<file path="config.mk">
export PLATFORM = sky130hd
export DESIGN_NAME = nlc_back
export DESIGN_NICKNAME = d
export VERILOG_FILES = /design/src/sv/nlc_pkg.sv /design/src/sv/nlc_back.sv
export SDC_FILE = /design/constraint.sdc
export NUM_CORES = 1
export LEC_CHECK = 0
export BUFFER_PORTS_ARGS = -buffer_cell sky130_fd_sc_hd__buf_2
export CORE_ASPECT_RATIO = 1.1
export CORE_MARGIN = 2
export CORE_UTILIZATION = 30
export CTS_CLUSTER_DIAMETER = 60
export CTS_CLUSTER_SIZE = 16
export DETAILED_ROUTE_END_ITERATION = 6
export GPL_TIMING_DRIVEN = 0
export PLACE_DENSITY = 0.53
export SYNTH_ARGS = -nofsm -noshare
export SYNTH_HDL_FRONTEND = slang
export SYNTH_SLANG_ARGS = --single-unit
</file>
<file path="constraint.sdc">
create_clock -name clk -period 1.7 [get_ports clk]
set_input_delay 0.34 -clock clk [delete_from_list [all_inputs] [get_ports clk]]
set_output_delay 0.34 -clock clk [all_outputs]
set_load 0.05 [all_outputs]
</file>
<file path="src/sv/nlc_pkg.sv">
`timescale 1ns / 1ps
// Shared types, codes and classifier for the numeric literal checker.
// No dependencies.
package nlc_pkg;

  // character classes produced by the front end
  localparam logic [2:0] CL_SPACE = 3'd0;
  localparam logic [2:0] CL_DIGIT = 3'd1;
  localparam logic [2:0] CL_SIGN  = 3'd2;
  localparam logic [2:0] CL_POINT = 3'd3;
  localparam logic [2:0] CL_EXP   = 3'd4;
  localparam logic [2:0] CL_OTHER = 3'd5;

  localparam logic [7:0] CH_TAB   = 8'h09;
  localparam logic [7:0] CH_CR    = 8'h0D;
  localparam logic [7:0] CH_SPACE = 8'h20;
  localparam logic [7:0] CH_PLUS  = 8'h2B;
  localparam logic [7:0] CH_MINUS = 8'h2D;
  localparam logic [7:0] CH_POINT = 8'h2E;
  localparam logic [7:0] CH_LOW_E = 8'h65;
  localparam logic [7:0] CH_UP_E  = 8'h45;
  localparam logic [7:0] CH_ZERO  = 8'h30;
  localparam logic [7:0] CH_NINE  = 8'h39;

  // recognizer phases
  localparam logic [3:0] PH_LEAD     = 4'd0;
  localparam logic [3:0] PH_SIGN     = 4'd1;
  localparam logic [3:0] PH_INT      = 4'd2;
  localparam logic [3:0] PH_PT_NOINT = 4'd3;
  localparam logic [3:0] PH_PT_INT   = 4'd4;
  localparam logic [3:0] PH_FRAC     = 4'd5;
  localparam logic [3:0] PH_EXP      = 4'd6;
  localparam logic [3:0] PH_EXP_SIGN = 4'd7;
  localparam logic [3:0] PH_EXP_DIG  = 4'd8;
  localparam logic [3:0] PH_TRAIL    = 4'd9;
  localparam logic [3:0] PH_REJECT   = 4'd10;

  localparam int QUEUE_DEPTH_DEF = 4;

  typedef struct packed {
    logic [2:0] cls;
    logic       present;
    logic       last;
  } item_t;

  function automatic logic [2:0] classify(input logic [7:0] c);
    logic [2:0] r;
    if (c inside {CH_SPACE, [CH_TAB:CH_CR]})    r = CL_SPACE;
    else if (c inside {[CH_ZERO:CH_NINE]})      r = CL_DIGIT;
    else if (c inside {CH_PLUS, CH_MINUS})      r = CL_SIGN;
    else if (c == CH_POINT)                     r = CL_POINT;
    else if (c inside {CH_LOW_E, CH_UP_E})      r = CL_EXP;
    else                                        r = CL_OTHER;
    return r;
  endfunction

endpackage

</file>
<file path="src/sv/nlc_back.sv">
`timescale 1ns / 1ps
// Back end: recognizer state and the verdict output register.
// Depends on nlc_pkg.
module nlc_back (
  input  logic           clk,
  input  logic           rst,
  input  logic           q_valid,
  input  nlc_pkg::item_t q_item,
  output logic           pop,
  output logic           m_tvalid,
  input  logic           m_tready,
  output logic [7:0]     m_tdata   // [0] is_numeric, [7:1] zero
);
  import nlc_pkg::*;

  logic [3:0] phase;
  logic [3:0] stepped;
  logic [3:0] phase_next;
  logic       can_emit;
  logic       verdict;

  function automatic logic accepting(input logic [3:0] ph);
    return ph inside {PH_INT, PH_PT_INT, PH_FRAC, PH_EXP_DIG, PH_TRAIL};
  endfunction

  function automatic logic [3:0] advance(input logic [3:0] ph, input logic [2:0] cls);
    logic [3:0] r;
    r = PH_REJECT;
    if (ph < PH_REJECT) begin
      case (cls)
        CL_SPACE: begin
          if (ph == PH_LEAD)      r = PH_LEAD;
          else if (accepting(ph)) r = PH_TRAIL;
        end
        CL_DIGIT: begin
          if (ph inside {PH_LEAD, PH_SIGN, PH_INT})            r = PH_INT;
          else if (ph inside {PH_PT_NOINT, PH_PT_INT, PH_FRAC}) r = PH_FRAC;
          else if (ph inside {PH_EXP, PH_EXP_SIGN, PH_EXP_DIG}) r = PH_EXP_DIG;
        end
        CL_SIGN: begin
          if (ph == PH_LEAD)     r = PH_SIGN;
          else if (ph == PH_EXP) r = PH_EXP_SIGN;
        end
        CL_POINT: begin
          if (ph inside {PH_LEAD, PH_SIGN}) r = PH_PT_NOINT;
          else if (ph == PH_INT)            r = PH_PT_INT;
        end
        CL_EXP: begin
          if (ph inside {PH_INT, PH_PT_INT, PH_FRAC}) r = PH_EXP;
        end
        default: r = PH_REJECT;
      endcase
    end
    return r;
  endfunction

  assign can_emit = !m_tvalid || m_tready;
  // a last word needs a free output slot, other words never wait
  assign pop      = q_valid && (!q_item.last || can_emit);
  assign stepped  = q_item.present ? advance(phase, q_item.cls) : phase;
  assign verdict  = accepting(stepped);

  always_comb begin
    phase_next = phase;
    if (pop) phase_next = q_item.last ? PH_LEAD : stepped;
  end

  always_ff @(posedge clk) begin
    if (rst) begin
      phase    <= PH_LEAD;
      m_tvalid <= 1'b0;
    end else begin
      phase <= phase_next;
      if (pop && q_item.last) m_tvalid <= 1'b1;
      else if (m_tready)      m_tvalid <= 1'b0;
    end
  end

  always_ff @(posedge clk) begin
    if (pop && q_item.last) m_tdata <= {7'b0, verdict};
  end

endmodule

</file>
# Word-level counts from Yosys, hierarchy flattened
# Cells that the tools add are included.
# classes
n_lt_le_gt_ge,1
eq_ne,18
n_mux,16
reduce_logical,16
# op_table
operator,count
$mux W4,11
$eq A4 B3 Y1 const B,6
$pmux W4 S5,1
$eq A4 B4 Y1 const B,4
$eq A4 B2 Y1 const B,3
$reduce_bool A3 Y1,4
$reduce_bool A5 Y1,2
$eq A3 B2 Y1 const B,2
$eq A4 B1 Y1 const B,1
$logic_not A4 Y1,1
$lt A4 B4 Y1 const B,1
$mux W2,2
$reduce_bool A2 Y1,2
$eq A3 B1 Y1 const B,1
$eq A3 B3 Y1 const B,1
$logic_not A3 Y1,1
$logic_and A1 B1 Y1,2
$logic_not A1 Y1,2
$logic_or A1 B1 Y1,2
$mux W1,2
# totals
reg_bits,6
in_bits,9
out_inout_bits,10
word_cells,54

# Longest topological paths before layout
# logic_depth
word_depth,10
ltp_mapped,8
depth_no_buf,7

# Worst setup path before layout
# Ideal clock, no wire load.
# synth_timing
path_kind,input -> register
start,input q_item[2] in the netlist's numbering
end,register m_tdata[0] (data pin)
setup_ns,0.152
arrival_time_ns,1.573
t_required_ns,1.548
slack_ns,-0.025
cell_stages,7
n_path_buf,1
path_cell_list,buf_6 > nor2_1 > o211ai_1 > a21oi_1 > a21oi_1 > or4_1 > a22oi_2
# synth_between
elab_chain_cells,6
elab_cells_between_ends,14
cone_classes,9 x eq/ne; 3 x mux; 2 x reduce/logical
# synth_rtl
element,line,rtl
"start, declared",nlc_back.sv:8,"input nlc_pkg::item_t q_item,"
$eq A3 B3 Y1 (tied with other cells),nlc_back.sv:30,case (cls)
$pmux W4 S5 (*),nlc_back.sv:30,
$mux W4 (*),nlc_back.sv:29,if (ph < PH_REJECT) begin
$mux W4 (*),nlc_back.sv:60,"assign stepped = q_item.present ? advance(phase, q_item.cls) : phase;"
$eq A4 B2 Y1 (tied with other cells),nlc_back.sv:23,"return ph inside {PH_INT, PH_PT_INT, PH_FRAC, PH_EXP_DIG, PH_TRAIL};"
$reduce_bool A5 Y1 (*),nlc_back.sv:23,
net verdict,nlc_back.sv:20,logic verdict;
"end signal, assigned",nlc_back.sv:80,"if (pop && q_item.last) m_tdata <= {7'b0, verdict};"
"end, declared",nlc_back.sv:12,output logic [7:0] m_tdata
# Mark *: on every way through the listed nets, which the timed path passes. The rest lies on a longest branch.
# A chain may end at the register's enable or synchronous reset.

# Worst setup path after layout
# layout_timing
start,register phase[1]
end,register m_tdata[0] (data pin)
# layout_between
elab_chain_cells,10
elab_cells_between_ends,36
cone_classes,1 x order compare; 14 x eq/ne; 13 x mux; 8 x reduce/logical
# layout_rtl
element,line,rtl
"start, declared",nlc_back.sv:16,logic [3:0] phase;
"start signal, assigned",nlc_back.sv:73,phase <= phase_next;
$eq A4 B3 Y1 (tied with other cells),"nlc_back.sv:38, nlc_back.sv:42",
$reduce_bool A3 Y1,nlc_back.sv:38,"else if (ph inside {PH_EXP, PH_EXP_SIGN, PH_EXP_DIG}) r = PH_EXP_DIG;"
$mux W2,nlc_back.sv:38,
$mux W4,nlc_back.sv:37,"else if (ph inside {PH_PT_NOINT, PH_PT_INT, PH_FRAC}) r = PH_FRAC;"
$mux W4,nlc_back.sv:36,"if (ph inside {PH_LEAD, PH_SIGN, PH_INT}) r = PH_INT;"
$pmux W4 S5,nlc_back.sv:30,
$mux W4,nlc_back.sv:29,
$mux W4 (*),nlc_back.sv:60,
$eq A4 B2 Y1 (tied with other cells),nlc_back.sv:23,
$reduce_bool A5 Y1 (*),nlc_back.sv:23,
net verdict,nlc_back.sv:20,
# Marked as above.

==> results by group <==
STA
  – RSZ-0062 raised after global routing: true
  – Period utilisation layout: 1.06
  – Post-Route Setup TNS: -0.107 ns
  – Final min period: 1.81 ns
  – Final setup margin: -0.107 ns
  – Max Clk Rate: 553 MHz
  – WHS: 0.309 ns
  – Fin. max-slew vios: 0
  – Worst Skew: 0.0120 ns
  – Count of final hold-check violations: 0
  – Final setup fails: 1

Yosys
  – Register bit total from synthesis: 6
  – Synthesized area: 722 um2
  – Mapped Avg Cell Area: 7.52 um2
  – Yosys warns: 0
  – Number of flops mapped to enable cells by yosys: 1
  – Ys flop type: dfxtp_1
  – Yosys cell types: 39
  – Cell count after synthesis: 96
  – Ys async rst share: 0
  – Sequential share of the synthesized area: 0.180

Cells and area
  – Antenna cell count: 0
  – Post-layout nets: 129
  – Fillers: 245
  – Syn-to-layout area delta: 28.6%
  – Layout cells sized above 1: 0.387
  – Most frequent cells in the layout: 11 x buf_4, 11 x buf_2, 8 x nor2_1
  – Final std cells w/o fill: 149
  – Fin util: 0.408

Global route
  – Vias in the first global route: 678
  – Tot GR Track Use: 0.133
  – Pin count of the biggest net entering global routing: 11
  – Grt ovf: 0
  – First-pass GRT wire length: 2.95 mm
  – Initial antenna violation count: 0

Clock tree
  – CTS tree: built
  – Worst skew pair latency: 0.25 ns
  – CTS root buf: clkbuf_4
  – Htree depth: 1
  – CTS Buf Count: 3
  – Clk slew on worst S/H paths: 0.05 ns
  – Clk sinks: 6
  – Cts hold-fix bufs: 0
  – Max Root-Sink Buffers: 2

Critical path
  – Worst EP arrival: 1.91 ns
  – R2r setup slk: -0.11 ns
  – Startpoint Class: flop
  – Worst Setup SP: phase[1]
  – R2r worst-path depth: 7
  – Buf/Inv on CP: 2
  – CP max stage delay: 0.42 ns
  – R2r startpoint: phase[1]
  – Crit-path leading delay family: simple AND/OR/NAND/NOR gates
  – Slowest cell on the critical path: or4_4
  – RR Endpoint: m_tdata[0]
  – CP Class: flop to flop
  – Critical path required time: 1.80 ns
  – Critical path endpoint category: flop
  – Crit Path Max Fanout: 6
  – Setup crit end: m_tdata[0]
  – Crit path depth: 7
  – Critical path, cell by cell: buf_6 -> buf_4 -> and4bb_1 -> o211ai_1 -> o21ai_1 -> or4_4 -> a22oi_2

Placement
  – DP Wirelength: 1.29 mm
  – I/O Buffers: 10
  – Placed Cells: 142
  – Final GP Congestion: 0.881

Detailed routing
  – DRC errors left: 0
  – Antenna viol nets, final: 0
  – Routed vias: 772
  – Detailed Route WL: 1.79 mm
  – Drt wl/cell: 12.0 um
  – Initial DRT Pass Iterations: 4
  – DRT iter0 DRCs: 20
  – Vias/cell: 5.18

Floorplan
  – Die area: 2820 um2
  – Starting Density: 0.317
  – Floorplan core area: 2270 um2
  – DIE WIDTH: 50.8 um
  – Total I/O pin count: 19
  – Site Rows: 18
  – Die Y-Extent: 55.5 um

Status
  – Outcome: complete, but fails checks
  – Failing checks: setup timing

Hold path
  – Hold path depth: 2
  – HP Class: input port to flop

Flow run
  – Max cap viols: 0

Power and ir drop
  – Static Leak: 0.390 nW
  – Power density over the cells: 524 nW/um2
  – VDD IR-drop max: 0.381 mV
worst min path at each step:
stage / to / start
after detailed placement: phase[1] / rst
after global placement: phase[1] / rst
final: m_tvalid / rst
after floorplan: phase[1] / rst
after CTS: m_tvalid / rst
after global routing: m_tvalid / rst
cells in the mapped netlist, types with 3 or more instances:
cell      instances  area (um2)
nand2b_1          3        18.8
buf_6             5        56.3
nand2_1           4        15.0
o21ai_1           6        30.0
dfxtp_1           5         100
nor2_1            9        33.8
a21oi_1          11        55.1
nor2b_1           3        18.8
buf_4             8        60.1
buf_2             3        15.0
o21ai_0           3        15.0
a22oi_1           3        22.5
area by class of cell:
type / instances / area, um2 / area share
clock buffers: 4 / 26.3 / 0.0283
inverters: 1 / 3.75 / 0.00404
flip-flops and latches: 6 / 134 / 0.144
plain buffers: 15 / 133 / 0.143
repair buffers: 14 / 83.8 / 0.0903
multi-input cells: 79 / 510 / 0.550
well taps: 30 / 37.5 / 0.0404
cells by family after synthesis:
logic type | synth area share
and+or+nand+nor | 0.300
AOI/OAI and AO/OA | 0.291
buffers and inverters | 0.187
DFF | 0.180
xor gates and xnor gates | 0.0364
other | 0.00519
stage by stage:
stage	total power [mW]	worst slack, ns	area, um2
final	0.487	-0.107	928
after global routing	0.520	-0.178	928
after CTS	0.488	-0.139	912
after detailed placement	0.330	-0.257	841
after global placement	0.328	-0.257	841
after floorplan	0.297	0.00206	753
sequential cells by signal, indices dropped and copies added (netlist names):
signal,count
phase,4
m_tdata,1
m_tvalid,1
power by group:
group | internal [mW] | switching (mW) | total [mW]
Clock | 0.0891 | 0.0544 | 0.143
Combinational | 0.0722 | 0.117 | 0.190
Sequential | 0.151 | 0.00252 | 0.154
Total | 0.312 | 0.174 | 0.487
per-layer routing:
metal | track usage | routed length (um) | vias to the layer above
li1 | - | - | 379
met1 | 0.167 | 787 | 361
met2 | 0.214 | 865 | 28
met3 | 0.0189 | 93 | 4
met4 | 0.0734 | 39 | 0
met5 | 0 | 0 | -
what timing repair did:
action	CTS	global route
buffers inserted	4	0
endpoints found under the setup margin	1	3
resized for setup	8	6
pin swaps	4	5
hold endpoints to repair	0	0
(Power assumes the default switching activity.)
